<file path="src/dsa_pkg.sv">
`default_nettype none

package dsa_pkg;

   localparam int CAPACITY_DEFAULT = 16;
   localparam int ID_W             = 32;
   localparam int SAMPLE_W         = 16;
   localparam int DURATION_W       = 16;
   localparam int CMD_W            = 3;
   localparam int STATUS_W         = 3;
   localparam int INDEX_W          = 5;
   localparam int COUNT_OUT_W      = 6;

   typedef enum logic [CMD_W-1:0] {
      CMD_REGISTER   = 3'd0,
      CMD_UNREGISTER = 3'd1,
      CMD_ADD_DATA   = 3'd2,
      CMD_FLUSH      = 3'd3,
      CMD_READ_ENTRY = 3'd4
   } cmd_type;

   typedef enum logic [STATUS_W-1:0] {
      ST_OK        = 3'd0,
      ST_DUPLICATE = 3'd1,
      ST_FULL      = 3'd2,
      ST_NOT_FOUND = 3'd3,
      ST_RANGE     = 3'd4
   } status_type;

   localparam logic KIND_STATUS = 1'b0;
   localparam logic KIND_ROW    = 1'b1;

   // controller -> datapath
   typedef struct packed {
      logic latch;        // capture request fields
      logic exec;         // run the command against the tables
      logic load_row;     // put one row into the response register
      logic load_status;  // put the status transfer into the response register
   } dsa_ctl_type;

   // datapath -> controller
   typedef struct packed {
      logic flush_go;     // valid during exec: rows follow
      logic last_row;     // row counter points at the last entry
      logic out_free;     // response register can take a transfer
   } dsa_sts_type;

endpackage

`default_nettype wire

</file>
<file path="src/dsa_ctrl.sv">
`default_nettype none

module dsa_ctrl (
   input  wire logic                 clock,
   input  wire logic                 reset,
   input  wire logic                 req_valid,
   output logic                      req_ready,
   input  wire dsa_pkg::dsa_sts_type sts,
   output dsa_pkg::dsa_ctl_type      ctl
);
   import dsa_pkg::*;

   typedef enum logic [1:0] {
      S_IDLE,
      S_EXEC,
      S_ROWS,
      S_STATUS
   } state_type;

   state_type state_ff;
   state_type state_in;

   always_comb begin
      state_in        = state_ff;
      req_ready       = 1'b0;
      ctl.latch       = 1'b0;
      ctl.exec        = 1'b0;
      ctl.load_row    = 1'b0;
      ctl.load_status = 1'b0;
      unique case (state_ff)
         S_IDLE: begin
            req_ready = 1'b1;
            if (req_valid) begin
               ctl.latch = 1'b1;
               state_in  = S_EXEC;
            end
         end
         S_EXEC: begin
            ctl.exec = 1'b1;
            state_in = sts.flush_go ? S_ROWS : S_STATUS;
         end
         S_ROWS: begin
            ctl.load_row = sts.out_free;
            if (sts.out_free && sts.last_row) begin
               state_in = S_STATUS;
            end
         end
         S_STATUS: begin
            // next request may enter while the status goes out
            req_ready       = sts.out_free;
            ctl.load_status = sts.out_free;
            if (sts.out_free) begin
               ctl.latch = req_valid;
               state_in  = req_valid ? S_EXEC : S_IDLE;
            end
         end
         default: state_in = S_IDLE;
      endcase
   end

   always_ff @(posedge clock) begin
      if (reset) begin
         state_ff <= S_IDLE;
      end else begin
         state_ff <= state_in;
      end
   end

endmodule

`default_nettype wire

</file>
<file path="src/dsa_datapath.sv">
`default_nettype none

module dsa_datapath #(
   parameter int CAPACITY = dsa_pkg::CAPACITY_DEFAULT
) (
   input  wire logic                                clock,
   input  wire logic                                reset,
   input  wire dsa_pkg::dsa_ctl_type                ctl,
   output dsa_pkg::dsa_sts_type                     sts,
   input  wire logic [dsa_pkg::CMD_W-1:0]           req_cmd,
   input  wire logic [dsa_pkg::ID_W-1:0]            req_device_id,
   input  wire logic [dsa_pkg::SAMPLE_W-1:0]        req_temp,
   input  wire logic [dsa_pkg::SAMPLE_W-1:0]        req_current,
   input  wire logic [dsa_pkg::SAMPLE_W-1:0]        req_voltage,
   input  wire logic [dsa_pkg::INDEX_W-1:0]         req_index,
   input  wire logic                                csr_wr_en,
   input  wire logic [dsa_pkg::DURATION_W-1:0]      csr_wr_data,
   output logic                                     rsp_valid,
   input  wire logic                                rsp_ready,
   output logic                                     rsp_kind,
   output logic                                     rsp_last,
   output logic [dsa_pkg::STATUS_W-1:0]             rsp_status,
   output logic [dsa_pkg::COUNT_OUT_W-1:0]          rsp_missing_count,
   output logic [dsa_pkg::COUNT_OUT_W-1:0]          rsp_entry_count,
   output logic [dsa_pkg::INDEX_W-1:0]              rsp_row_slot,
   output logic [dsa_pkg::ID_W-1:0]                 rsp_out_id,
   output logic [dsa_pkg::SAMPLE_W-1:0]             rsp_out_temp,
   output logic [dsa_pkg::SAMPLE_W-1:0]             rsp_out_current,
   output logic [dsa_pkg::SAMPLE_W-1:0]             rsp_out_voltage,
   output logic                                     rsp_new_file
);
   import dsa_pkg::*;

   localparam int SLOT_W = (CAPACITY > 1) ? $clog2(CAPACITY) : 1;
   localparam int CNT_W  = $clog2(CAPACITY + 1);

   // latched request
   logic [CMD_W-1:0]    cmd_ff;
   logic [ID_W-1:0]     id_ff;
   logic [SAMPLE_W-1:0] temp_ff, current_ff, voltage_ff;
   logic [INDEX_W-1:0]  index_ff;

   // tables and bookkeeping
   logic [ID_W-1:0]     id_table_ff   [CAPACITY];
   logic [SAMPLE_W-1:0] temp_tab_ff   [CAPACITY];
   logic [SAMPLE_W-1:0] curr_tab_ff   [CAPACITY];
   logic [SAMPLE_W-1:0] volt_tab_ff   [CAPACITY];
   logic [CAPACITY-1:0] mask_ff, mask_in;
   logic [CNT_W-1:0]    entries_ff, entries_in;
   logic [CNT_W-1:0]    reported_ff, reported_in;
   logic [DURATION_W-1:0] rows_ff, rows_in;
   logic [DURATION_W-1:0] duration_ff;
   logic [SLOT_W-1:0]   slot_ff, slot_in;

   // status held for the closing transfer
   logic [STATUS_W-1:0] status_ff, status_in;
   logic [ID_W-1:0]     rid_ff, rid_in;
   logic                newf_ff, newf_in;

   // response register
   logic                rsp_valid_ff, rsp_valid_in;
   logic                rsp_kind_ff, rsp_last_ff, rsp_new_file_ff;
   logic [STATUS_W-1:0] rsp_status_ff;
   logic [COUNT_OUT_W-1:0] rsp_missing_ff, rsp_entries_ff;
   logic [INDEX_W-1:0]  rsp_slot_ff;
   logic [ID_W-1:0]     rsp_id_ff;
   logic [SAMPLE_W-1:0] rsp_temp_ff, rsp_current_ff, rsp_voltage_ff;

   // lookup
   logic [CAPACITY-1:0] hit;
   logic                found;
   logic [SLOT_W-1:0]   pos;
   logic [CNT_W-1:0]    last_cnt;
   logic [SLOT_W-1:0]   last_slot;
   logic [SLOT_W-1:0]   rd_slot;
   logic [ID_W-1:0]     rd_id;
   logic                idx_in_range;

   // table write port
   logic                id_we;
   logic [SLOT_W-1:0]   id_wa;
   logic [ID_W-1:0]     id_wd;
   logic                smp_we;

   logic [DURATION_W-1:0] rows_plus;
   logic                do_flush;
   logic [CNT_W-1:0]    missing;

   always_comb begin
      hit = '0;
      for (int i = 0; i < CAPACITY; i++) begin
         hit[i] = (CNT_W'(i) < entries_ff) && (id_table_ff[i] == id_ff);
      end
   end

   always_comb begin
      pos = '0;
      for (int i = CAPACITY - 1; i >= 0; i--) begin
         if (hit[i]) begin
            pos = SLOT_W'(i);
         end
      end
   end

   assign found        = |hit;
   assign last_cnt     = entries_ff - CNT_W'(1);
   assign last_slot    = last_cnt[SLOT_W-1:0];
   assign idx_in_range = {1'b0, index_ff} < COUNT_OUT_W'(entries_ff);
   assign rows_plus    = rows_ff + DURATION_W'(1);
   assign missing      = entries_ff - reported_ff;

   // single read port on the id table
   always_comb begin
      if (ctl.exec && cmd_ff == CMD_UNREGISTER) begin
         rd_slot = last_slot;
      end else if (ctl.exec) begin
         rd_slot = index_ff[SLOT_W-1:0];
      end else begin
         rd_slot = slot_ff;
      end
   end
   assign rd_id = id_table_ff[rd_slot];

   always_comb begin
      mask_in     = mask_ff;
      entries_in  = entries_ff;
      reported_in = reported_ff;
      rows_in     = rows_ff;
      slot_in     = slot_ff;
      status_in   = status_ff;
      rid_in      = rid_ff;
      newf_in     = newf_ff;
      id_we       = 1'b0;
      id_wa       = pos;
      id_wd       = id_ff;
      smp_we      = 1'b0;
      do_flush    = 1'b0;

      if (ctl.exec) begin
         status_in = ST_OK;
         rid_in    = '0;
         newf_in   = 1'b0;
         slot_in   = '0;
         case (cmd_ff)
            CMD_REGISTER: begin
               mask_in     = '0;
               reported_in = '0;
               if (found) begin
                  status_in = ST_DUPLICATE;
               end else if (entries_ff == CNT_W'(CAPACITY)) begin
                  status_in = ST_FULL;
               end else begin
                  id_we      = 1'b1;
                  id_wa      = entries_ff[SLOT_W-1:0];
                  entries_in = entries_ff + CNT_W'(1);
               end
            end
            CMD_UNREGISTER: begin
               mask_in     = '0;
               reported_in = '0;
               if (found) begin
                  // last entry's id fills the freed slot
                  id_we      = 1'b1;
                  id_wa      = pos;
                  id_wd      = rd_id;
                  entries_in = last_cnt;
               end else begin
                  status_in = ST_NOT_FOUND;
               end
            end
            CMD_ADD_DATA: begin
               if (found) begin
                  smp_we       = 1'b1;
                  mask_in[pos] = 1'b1;
                  if (!mask_ff[pos]) begin
                     reported_in = reported_ff + CNT_W'(1);
                  end
               end else begin
                  status_in = ST_NOT_FOUND;
               end
               do_flush = (reported_in == entries_ff) && (mask_in != '0);
            end
            CMD_FLUSH: begin
               do_flush = (mask_ff != '0);
            end
            CMD_READ_ENTRY: begin
               if (idx_in_range) begin
                  rid_in = rd_id;
               end else begin
                  status_in = ST_RANGE;
                  rid_in    = '1;
               end
            end
            default: ;
         endcase

         if (do_flush) begin
            mask_in     = '0;
            reported_in = '0;
            if (duration_ff != '0 && rows_plus == duration_ff) begin
               newf_in = 1'b1;
               rows_in = '0;
            end else begin
               rows_in = rows_plus;
            end
         end
      end else if (ctl.load_row) begin
         slot_in = slot_ff + SLOT_W'(1);
      end
   end

   assign sts.flush_go = do_flush;
   assign sts.last_row = (slot_ff == last_slot);
   assign sts.out_free = !rsp_valid_ff || rsp_ready;

   always_comb begin
      rsp_valid_in = rsp_valid_ff;
      if (ctl.load_row || ctl.load_status) begin
         rsp_valid_in = 1'b1;
      end else if (rsp_ready) begin
         rsp_valid_in = 1'b0;
      end
   end

   always_ff @(posedge clock) begin
      if (reset) begin
         entries_ff   <= '0;
         reported_ff  <= '0;
         mask_ff      <= '0;
         rows_ff      <= '0;
         duration_ff  <= '0;
         slot_ff      <= '0;
         rsp_valid_ff <= 1'b0;
         for (int i = 0; i < CAPACITY; i++) begin
            temp_tab_ff[i] <= '0;
            curr_tab_ff[i] <= '0;
            volt_tab_ff[i] <= '0;
         end
      end else begin
         entries_ff   <= entries_in;
         reported_ff  <= reported_in;
         mask_ff      <= mask_in;
         rows_ff      <= rows_in;
         slot_ff      <= slot_in;
         rsp_valid_ff <= rsp_valid_in;
         if (csr_wr_en) begin
            duration_ff <= csr_wr_data;
         end
         if (smp_we) begin
            temp_tab_ff[pos] <= temp_ff;
            curr_tab_ff[pos] <= current_ff;
            volt_tab_ff[pos] <= voltage_ff;
         end
      end
   end

   // payload registers
   always_ff @(posedge clock) begin
      status_ff <= status_in;
      rid_ff    <= rid_in;
      newf_ff   <= newf_in;
      if (id_we) begin
         id_table_ff[id_wa] <= id_wd;
      end
      if (ctl.latch) begin
         cmd_ff     <= req_cmd;
         id_ff      <= req_device_id;
         temp_ff    <= req_temp;
         current_ff <= req_current;
         voltage_ff <= req_voltage;
         index_ff   <= req_index;
      end
      if (ctl.load_row) begin
         rsp_kind_ff     <= KIND_ROW;
         rsp_last_ff     <= 1'b0;
         rsp_status_ff   <= ST_OK;
         rsp_missing_ff  <= COUNT_OUT_W'(missing);
         rsp_entries_ff  <= COUNT_OUT_W'(entries_ff);
         rsp_slot_ff     <= INDEX_W'(slot_ff);
         rsp_id_ff       <= rd_id;
         rsp_temp_ff     <= temp_tab_ff[slot_ff];
         rsp_current_ff  <= curr_tab_ff[slot_ff];
         rsp_voltage_ff  <= volt_tab_ff[slot_ff];
         rsp_new_file_ff <= 1'b0;
      end else if (ctl.load_status) begin
         rsp_kind_ff     <= KIND_STATUS;
         rsp_last_ff     <= 1'b1;
         rsp_status_ff   <= status_ff;
         rsp_missing_ff  <= COUNT_OUT_W'(missing);
         rsp_entries_ff  <= COUNT_OUT_W'(entries_ff);
         rsp_slot_ff     <= '0;
         rsp_id_ff       <= rid_ff;
         rsp_temp_ff     <= '0;
         rsp_current_ff  <= '0;
         rsp_voltage_ff  <= '0;
         rsp_new_file_ff <= newf_ff;
      end
   end

   assign rsp_valid         = rsp_valid_ff;
   assign rsp_kind          = rsp_kind_ff;
   assign rsp_last          = rsp_last_ff;
   assign rsp_status        = rsp_status_ff;
   assign rsp_missing_count = rsp_missing_ff;
   assign rsp_entry_count   = rsp_entries_ff;
   assign rsp_row_slot      = rsp_slot_ff;
   assign rsp_out_id        = rsp_id_ff;
   assign rsp_out_temp      = rsp_temp_ff;
   assign rsp_out_current   = rsp_current_ff;
   assign rsp_out_voltage   = rsp_voltage_ff;
   assign rsp_new_file      = rsp_new_file_ff;

endmodule

`default_nettype wire

</file>
<file path="src/device_sample_aggregator.sv">
// Device sample aggregator.
// Request channel (req_*, valid/ready): one command per transfer - register,
// unregister, add data, flush or read entry - with device id, sample and index.
// Response channel (rsp_*, valid/ready): zero or more row transfers (kind = 1,
// one per table entry, in slot order) followed by one status transfer
// (kind = 0, last = 1) for every request.
// csr_wr_en / csr_wr_data write file_duration at any edge; write it while idle.
// The request is latched on the request edge, the tables are updated in the exec
// state, and the response register is loaded with the status once it is free.
// Rows and status share the single response register, so a flush presents its
// rows one at a time, in slot order, ahead of the status. A new request is
// taken in the cycle its predecessor's status is loaded, so the response
// register decouples the two sides.
// Receiver stall: rsp_* hold while rsp_ready is low; rows and status wait, and
// req_ready stays low until the status transfer has a free register.
// Reset (synchronous, active high): table empty, samples zero, report mask
// and row count cleared, file_duration 0, no response pending.
`default_nettype none

module device_sample_aggregator #(
   parameter int CAPACITY = dsa_pkg::CAPACITY_DEFAULT
) (
   input  wire logic                                clock,
   input  wire logic                                reset,
   input  wire logic                                req_valid,
   output logic                                     req_ready,
   input  wire logic [dsa_pkg::CMD_W-1:0]           req_cmd,
   input  wire logic [dsa_pkg::ID_W-1:0]            req_device_id,
   input  wire logic [dsa_pkg::SAMPLE_W-1:0]        req_temp,
   input  wire logic [dsa_pkg::SAMPLE_W-1:0]        req_current,
   input  wire logic [dsa_pkg::SAMPLE_W-1:0]        req_voltage,
   input  wire logic [dsa_pkg::INDEX_W-1:0]         req_index,
   output logic                                     rsp_valid,
   input  wire logic                                rsp_ready,
   output logic                                     rsp_kind,
   output logic                                     rsp_last,
   output logic [dsa_pkg::STATUS_W-1:0]             rsp_status,
   output logic [dsa_pkg::COUNT_OUT_W-1:0]          rsp_missing_count,
   output logic [dsa_pkg::COUNT_OUT_W-1:0]          rsp_entry_count,
   output logic [dsa_pkg::INDEX_W-1:0]              rsp_row_slot,
   output logic [dsa_pkg::ID_W-1:0]                 rsp_out_id,
   output logic [dsa_pkg::SAMPLE_W-1:0]             rsp_out_temp,
   output logic [dsa_pkg::SAMPLE_W-1:0]             rsp_out_current,
   output logic [dsa_pkg::SAMPLE_W-1:0]             rsp_out_voltage,
   output logic                                     rsp_new_file,
   input  wire logic                                csr_wr_en,
   input  wire logic [dsa_pkg::DURATION_W-1:0]      csr_wr_data
);
   import dsa_pkg::*;

   // command / status between sequencer and datapath
   dsa_ctl_type ctl;
   dsa_sts_type sts;

   // sequencer: idle -> exec -> (rows) -> status
   dsa_ctrl u_ctrl (
      .clock     (clock),
      .reset     (reset),
      .req_valid (req_valid),
      .req_ready (req_ready),
      .sts       (sts),
      .ctl       (ctl)
   );

   // tables, lookup, row counter and response register
   dsa_datapath #(
      .CAPACITY (CAPACITY)
   ) u_datapath (
      .clock             (clock),
      .reset             (reset),
      .ctl               (ctl),
      .sts               (sts),
      .req_cmd           (req_cmd),
      .req_device_id     (req_device_id),
      .req_temp          (req_temp),
      .req_current       (req_current),
      .req_voltage       (req_voltage),
      .req_index         (req_index),
      .csr_wr_en         (csr_wr_en),
      .csr_wr_data       (csr_wr_data),
      .rsp_valid         (rsp_valid),
      .rsp_ready         (rsp_ready),
      .rsp_kind          (rsp_kind),
      .rsp_last          (rsp_last),
      .rsp_status        (rsp_status),
      .rsp_missing_count (rsp_missing_count),
      .rsp_entry_count   (rsp_entry_count),
      .rsp_row_slot      (rsp_row_slot),
      .rsp_out_id        (rsp_out_id),
      .rsp_out_temp      (rsp_out_temp),
      .rsp_out_current   (rsp_out_current),
      .rsp_out_voltage   (rsp_out_voltage),
      .rsp_new_file      (rsp_new_file)
   );

endmodule

`default_nettype wire
</file>
<file path="config.mk">
export PLATFORM = sky130hd
export DESIGN_NAME = device_sample_aggregator
export DESIGN_NICKNAME = d
export VERILOG_FILES = /design/src/dsa_pkg.sv /design/src/dsa_ctrl.sv /design/src/dsa_datapath.sv /design/src/device_sample_aggregator.sv
export SDC_FILE = /design/constraint.sdc
export NUM_CORES = 2
export LEC_CHECK = 0
export BUFFER_PORTS_ARGS = -buffer_cell sky130_fd_sc_hd__buf_4
export CORE_ASPECT_RATIO = 1.75
export CORE_MARGIN = 2
export CORE_UTILIZATION = 40
export DETAILED_ROUTE_END_ITERATION = 16
export GPL_TIMING_DRIVEN = 0
export SYNTH_ARGS = -nofsm -noshare
export SYNTH_HDL_FRONTEND = slang
export SYNTH_HIERARCHICAL = 1
export SYNTH_SLANG_ARGS = --single-unit
</file>
<file path="constraint.sdc">
create_clock -name clock -period 7.5 [get_ports clock]
set_input_delay 1.5 -clock clock [delete_from_list [all_inputs] [get_ports clock]]
set_output_delay 1.5 -clock clock [all_outputs]
set_load 0.005 [all_outputs]
</file>
Yosys cells after proc, flatten, opt, wreduce, memory -nomap -nowiden
Memory sizes are Yosys's and may differ from the RTL's. A register that Yosys moved wholly into a read port is not among the register bits. Index checks and enable logic that the tools add are counted.

Register bits after elaboration: 289. RAM bits: 1280. Output and inout port bits: 105. Word-level logic and storage cells: 246. Memories: 4.

Add/sub/neg operators: 6. Order comparisons: 19. Equality and inequality tests: 33. Multiplexer cells: 111. Bitwise operators: 1. Reduce and logical (&&, ||, !) cells: 44.

Memory list: u_datapath.id_table_ff (words 16, width 32, read ports 17, clocked after memory_dff 0, wr ports 1, RTL line dsa_datapath.sv:44) `logic [ID_W-1:0] id_table_ff [CAPACITY];`; u_datapath.curr_tab_ff (words 16, width 16, read ports 1, clocked after memory_dff 1, wr ports 16, RTL line dsa_datapath.sv:46) `logic [SAMPLE_W-1:0] curr_tab_ff [CAPACITY];`; u_datapath.temp_tab_ff (words 16, width 16, read ports 1, clocked after memory_dff 1, wr ports 16, RTL line dsa_datapath.sv:45) `logic [SAMPLE_W-1:0] temp_tab_ff [CAPACITY];`; u_datapath.volt_tab_ff (words 16, width 16, read ports 1, clocked after memory_dff 1, wr ports 16, RTL line dsa_datapath.sv:47) `logic [SAMPLE_W-1:0] volt_tab_ff [CAPACITY];`.

Operators by type and width (number): 32-bit equality test (16); 16-bit 2-to-1 mux (12); 32-bit 2-to-1 mux (6); 4-bit 2-to-1 mux (33); 16-bit OR reduction (4); 5-bit 2-to-1 mux (12); 16-bit nonzero test (3); 4-bit by 5-bit less-than comparator with 1-bit output (first input constant) (8); 16-bit one-hot mux with 2 select lines (1); 1-bit 2-to-1 mux (30); 1-bit logical AND (21); 3-bit by 5-bit less-than comparator with 1-bit output (first input constant) (4); 5-bit one-hot mux with 2 select lines (2); 16-bit by 1-bit adder with 16-bit output (second input constant) (1); 16-bit equality test (1); 16-bit bitwise OR (1); 5-bit by 1-bit adder with 5-bit output (second input constant) (2); 1-bit by 5-bit less-than comparator with 1-bit output (first input constant) (2); 2-bit by 5-bit less-than comparator with 1-bit output (first input constant) (2); 2-bit 2-to-1 mux (5); 3-bit one-hot mux with 3 select lines (1); 1-bit one-hot mux with 2 select lines (4); 2-bit one-hot mux with 4 select lines (1); 3-bit by 2-bit equality test with 1-bit output (second input constant) (2); other kinds (28) (40).

Depth between registers and ports, before layout
An unclocked memory read counts as a cell.

Depth in word-level cells: 34. Depth in mapped cells: 18.

Hierarchy
Netlist, hierarchy kept.

Modules (own cells, without submodules): dsa_datapath (times used 1, cells each 4945, area an instance 74058.5 sq um); dsa_ctrl (times used 1, cells each 25, area an instance 232.7 sq um).

Worst setup path before layout
No wires, ideal clock.

Kind: register -> register. From: reg u_datapath.id_ff[26]. To: mem u_datapath.curr_tab_ff[6][0] (enable). Library setup time: 0.520 ns. Arrival: 6.490 ns. Slack: 0.490 ns. Stages on the path, launching flop included: 15. Buffers on the path: 3. Clock period less this slack: 7.010 ns. Cell sequence: edfxtp_1 -> buf_2 -> buf_2 -> xor2_1 -> nor4_1 -> nand4_1 -> nor4_1 -> o21a_1 -> nor2_1 -> o21a_1 -> o311ai_0 -> nand2_1 -> or2_2 -> clkbuf_1 -> o21ai_0.

RTL lines: start, declared (RTL line dsa_datapath.sv:39) `logic [ID_W-1:0] id_ff;`; start signal, assigned (RTL line dsa_datapath.sv:267) `id_ff <= req_device_id;`; end, declared (RTL line dsa_datapath.sv:46).

Worst setup path in the final report
From: reg u_datapath.id_ff[8]. To: mem u_datapath.id_table_ff[14][9] (enable).

Word-level cells in the longest chain between the ends: 22. Elaborated cells between the ends (all ways): 59. Classes of those cells: 16 x eq/ne; 26 x mux; 17 x reduce/logical.

RTL lines: 32-bit equality test (RTL line dsa_datapath.sv:92) `hit[i] = (CNT_W'(i) < entries_ff) && (id_table_ff[i] == id_ff);`; 1-bit logical AND (RTL line dsa_datapath.sv:92); 4-bit 2-to-1 mux (16 in a row) (RTL line dsa_datapath.sv:99) `if (hit[i]) begin`; 4-bit 2-to-1 mux (RTL line dsa_datapath.sv:150) `end else if (entries_ff == CNT_W'(CAPACITY)) begin`; 4-bit 2-to-1 mux (RTL line dsa_datapath.sv:148) `if (found) begin`; 4-bit 2-to-1 mux; 4-bit 2-to-1 mux (RTL line dsa_datapath.sv:139) `if (ctl.exec) begin`; end, declared (RTL line dsa_datapath.sv:44).

Several ways; a longest one is shown, not always the timed one.

==> key figures <==
Clock tree
  – Clk sink count: 1573
  – Hold-fix buffers, CTS: 0
  – Clk_lat worst skew: about 830 ps
  – Post-CTS setup buffers: 0
  – Clk slew on worst S/H paths: ~60 ps
  – TritonCTS clock tree: done
  – CTS buffer count: approximately 160
  – CTS H-tree depth: 4
  – Root Buffer: clkbuf_16
  – Clock buffer depth: 4

STA
  – Fin. max-slew vios: 9
  – Setup Skew: 57.45 ps
  – Final worst-path cycle share: 100.7%
  – Worst-Margin Slew: 1597 ps
  – Achievable Freq: around 130 MHz
  – Final setup TNS: -1407 ps
  – RSZ-0062 raised after global routing: no
  – Rel. slew slack: -7.138%
  – Worst Slack Setup Final: -50.87 ps
  – Period minus WS final: around 7600 ps
  – Final setup viols: 53
  – Fin. Hold Viols: 0

Finish
  – Area grow syn2layout: 15.69%
  – FILL cells: around 16k
  – Fin nets: about 5.6k
  – Layout cells sized above 1: about a fifth

Routing
  – Final ANT Viol Nets: 0
  – Detailed-route wire length per cell: 39.27 um
  – Starting DRT DRC Count: approximately 5.1k
  – # DRC: 0
  – Vias/cell: ~6.0
  – Vias: about 47k
  – Drt pass-1 iters: 6
  – Post-Route WL: about 310000 um

Yosys
  – Commonest cells in the netlist: 1498 x edfxtp_1, 812 x and2_1, 368 x mux4_2
  – Async set-reset flop share out of synthesis: 0%
  – Synth Warn #: 6
  – Library cells used by synthesis: 87
  – Post-Syn Instances: 4970
  – Post-synth EDFFs: 1498
  – Synth area leader: edfxtp_1
  – Syn Std Cell Area: 74290 um^2
  – Synth top area share: 60.55%
  – Synth top area cells: edfxtp_1 61%, mux4_2 11%, and2_1 6.8%, xor2_1 4.0%, xnor2_1 2.7%
  – Syn_area_per_cell: 14.95 um^2
  – Most used flip-flop cell after synthesis: edfxtp_1
  – Sequential cell area fraction in the yosys report: 62.57%
  – Most frequent cell after synthesis: edfxtp_1
  – Flops & latches, synth: 1573

Setup path
  – Crit path max fanout: 20
  – Critical path startpoint category: register
  – Largest stage delay on the critical path: around 1100 ps
  – Critical Path AT: 8060 ps
  – End point of the critical path: u_datapath/id_table_ff[14][9]
  – Reg2reg end: u_datapath/id_table_ff[14][9]
  – Critical Path Slowest Stage Cell: xnor2_1
  – CP Launch Point: u_datapath/id_ff[8]
  – WS Path Type: register to register
  – CP Cell Sequence: buf_2, buf_2, xnor2_1, nand4_1, nor3_1, nand3_1, and4b_1, and2_1, nand2_1, and3_1, clkbuf_1, nor2_1, nor3_1, nand2_1, nor2_4, buf_12
  – Worst Path Required: 8010 ps
  – Worst Reg-to-Reg Cells: 16
  – FF-to-FF Start: u_datapath/id_ff[8]
  – CP Capture Type: register
  – Reg2Reg Setup Slack: -50 ps

GRT
  – Antenna violations before repair: 15
  – Largest net degree at the start of global routing: 53
  – First-pass GRT wire length: 414600 um
  – Vias in the first global route: about 50k
  – Total gr overflow: 0
  – Total Routing Usage GR: 32.84%

Floorplan
  – Chip height: 574.1 um
  – DIE WIDTH: about 330 um
  – Die footprint: 189300 um^2
  – Initial Utilization: 40.18%
  – # rows: 209
  – I/O pin count: 214
  – Core area: 184900 um^2

Worst hold path
  – Min-Delay Path Class: register to register

Power
  – Total power: 0.02579 W
  – Logic gate share of total power: a little over a quarter
  – Maximum VDD drop: 0.4784 mV
  – Clock power frac: between 30% and 40%
  – Power Internal: 0.01710 W
  – Switch share: 33.69%
  – Reg power frac: 41.9%
  – P_sw: 0.008688 W
  – P_leak: 29.05 nW
  – PD cells: around 300 nW/um^2

Place
  – Placer Congestion: 1.009
  – Final HPWL DP: 243000 um
  – IO Port Bufs: 209
  – Pre-CTS WS: -58.52 ps

Status
  – Status: finished, violations left
  – Failing checks: max-capacitance violations, max-slew violations, negative setup slack

Run
  – Max Cap Violations: 5
-- layout by cell type, fill, tap and decap left out, drive strengths merged, types with 6 or more instances in the layout --
| cell | Yosys | final |
|---|---|---|
| and3 | 67 | 67 |
| a211oi | 41 | 41 |
| or4 | 18 | 18 |
| a31oi | 37 | 37 |
| diode | 0 | 8 |
| nor4b | 14 | 14 |
| nand4b | 12 | 12 |
| buf | 108 | 391 |
| xnor2 | 226 | 226 |
| a32o | 9 | 9 |
| nand3 | 50 | 50 |
| nand4 | 113 | 113 |
| dfxtp | 75 | 75 |
| mux2 | 68 | 68 |
| nor3 | 70 | 70 |
| and2 | 815 | 815 |
| clkbuf | 246 | 444 |
| a21oi | 44 | 44 |
| bufinv | 0 | 10 |
| ha | 20 | 20 |
| mux4 | 368 | 368 |
| inv | 27 | 32 |
| nor3b | 9 | 9 |
| nor2 | 151 | 151 |
| a21o | 9 | 9 |
| o21a | 6 | 6 |
| nand2b | 12 | 12 |
| or2 | 6 | 6 |
| edfxtp | 1498 | 1498 |
| o21ai | 49 | 49 |
| xor2 | 342 | 342 |
| mux2i | 33 | 33 |
| nor2b | 11 | 11 |
| clkinv | 0 | 51 |
| or3 | 12 | 12 |
| nor4 | 140 | 140 |
| nand2 | 206 | 206 |
| clkinvlp | 0 | 16 |
-- cell type report --
| cell class | instances | area, um^2 | area share (%) |
|---|---|---|---|
| Inverter | 27 | 106.4 | 0.1237 |
| Sequential cell | 1573 | 46480 | 54.08 |
| Antenna cell | 8 | 20.02 | 0.02329 |
| Clock inverter | 82 | 740.7 | 0.8618 |
| Tap cell | 2426 | 3035 | 3.532 |
| Timing Repair Buffer | 285 | 3164 | 3.682 |
| Multi-Input combinational cell | 3018 | 26660 | 31.02 |
| Clock buffer | 197 | 4259 | 4.955 |
| Buffer | 354 | 1475 | 1.716 |
-- cell families (layout without fill, tap and decap cells) --
| family | after synthesis | after routing | share of synthesized area (%) |
|---|---|---|---|
| xor gates and xnor gates | 568 | 568 | 6.696 |
| DFF | 1573 | 1573 | 62.57 |
| other | 1 | 11 | 0.005048 |
| buffers and inverters | 381 | 945 | 2.100 |
| muxes | 469 | 469 | 12.65 |
| and+or+nand+nor | 1725 | 1725 | 13.44 |
| AOI/OAI and AO/OA | 232 | 232 | 2.171 |
| adders and majority gates | 21 | 21 | 0.3638 |
-- metal layers --
| layer | track usage, % | wire length (um) | vias up |
|---|---|---|---|
| met4 | 29.06 | 34810 | 6 |
| met2 | 58.74 | 162200 | 2493 |
| met1 | 32.69 | 96850 | 24430 |
| met3 | 4.883 | 19160 | 866 |
| li1 | - | - | 19650 |
| met5 | 0 | 39 | - |
-- worst min path at each step --
stage / start / endpoint / slack [ps] / depth (start not counted)
after floorplan: u_datapath/entries_ff[3] / u_datapath/rsp_entry_count[3] / 430 / 0
after global placement: u_datapath/rsp_kind / u_datapath/rsp_kind / 450 / 1
after detailed placement: u_datapath/rsp_kind / u_datapath/rsp_kind / 460 / 1
after CTS: u_datapath/rsp_kind / u_datapath/rsp_kind / 470 / 1
after global routing: u_datapath/rsp_kind / u_datapath/rsp_kind / 490 / 1
final: u_datapath/rsp_kind / u_datapath/rsp_kind / 470 / 1
-- worst max-delay path, delay by kind of cell, from the launching register on --
family / cells / cell delay [ps]
and+or+nand+nor: 11 / 4070
buffers and inverters: 4 / 1630
xor gates and xnor gates: 1 / 1130
DFF: 1 / 350
-- power groups by stage --
stage	Clock, W	Combinational [W]	Sequential, W
finish	0.00793	0.00706	0.0108
global route	0.00834	0.00716	0.0109
CTS	0.00803	0.00692	0.0108
detailed placement	0	0.00690	0.0110
global placement	0	0.00672	0.0111
floorplan	0	0.00355	0.0109
-- registers in the layout, indices dropped and copies added, names as in the netlist, 32 cells and up, named ones only --
name	count
u_datapath/id_table_ff	512
u_datapath/rid_ff	32
u_datapath/id_ff	32
u_datapath/curr_tab_ff	256
u_datapath/rsp_out_id	32
u_datapath/volt_tab_ff	256
u_datapath/temp_tab_ff	256
-- metrics by stage --
stage / instance area [um^2] / util, % / std cells / hold WS [ps]
floorplan: 74300 / - / 4972 / 434.8
global placement: 78900 / 42.68 / 7607 / 446.0
detailed placement: 80880 / 43.75 / 7682 / 457.5
CTS: 85880 / 46.45 / 7961 / 471.1
global route: 85930 / 46.48 / 7963 / 491.4
finish: 85950 / 46.49 / 7970 / 467.9
-- timing repair --
item,4_1_cts,5_1_grt
cloned,0,0
pin swaps,0,0
setup endpoints to repair,22,222
gates resized for setup,1,12
(Power assumes the default switching activity.)
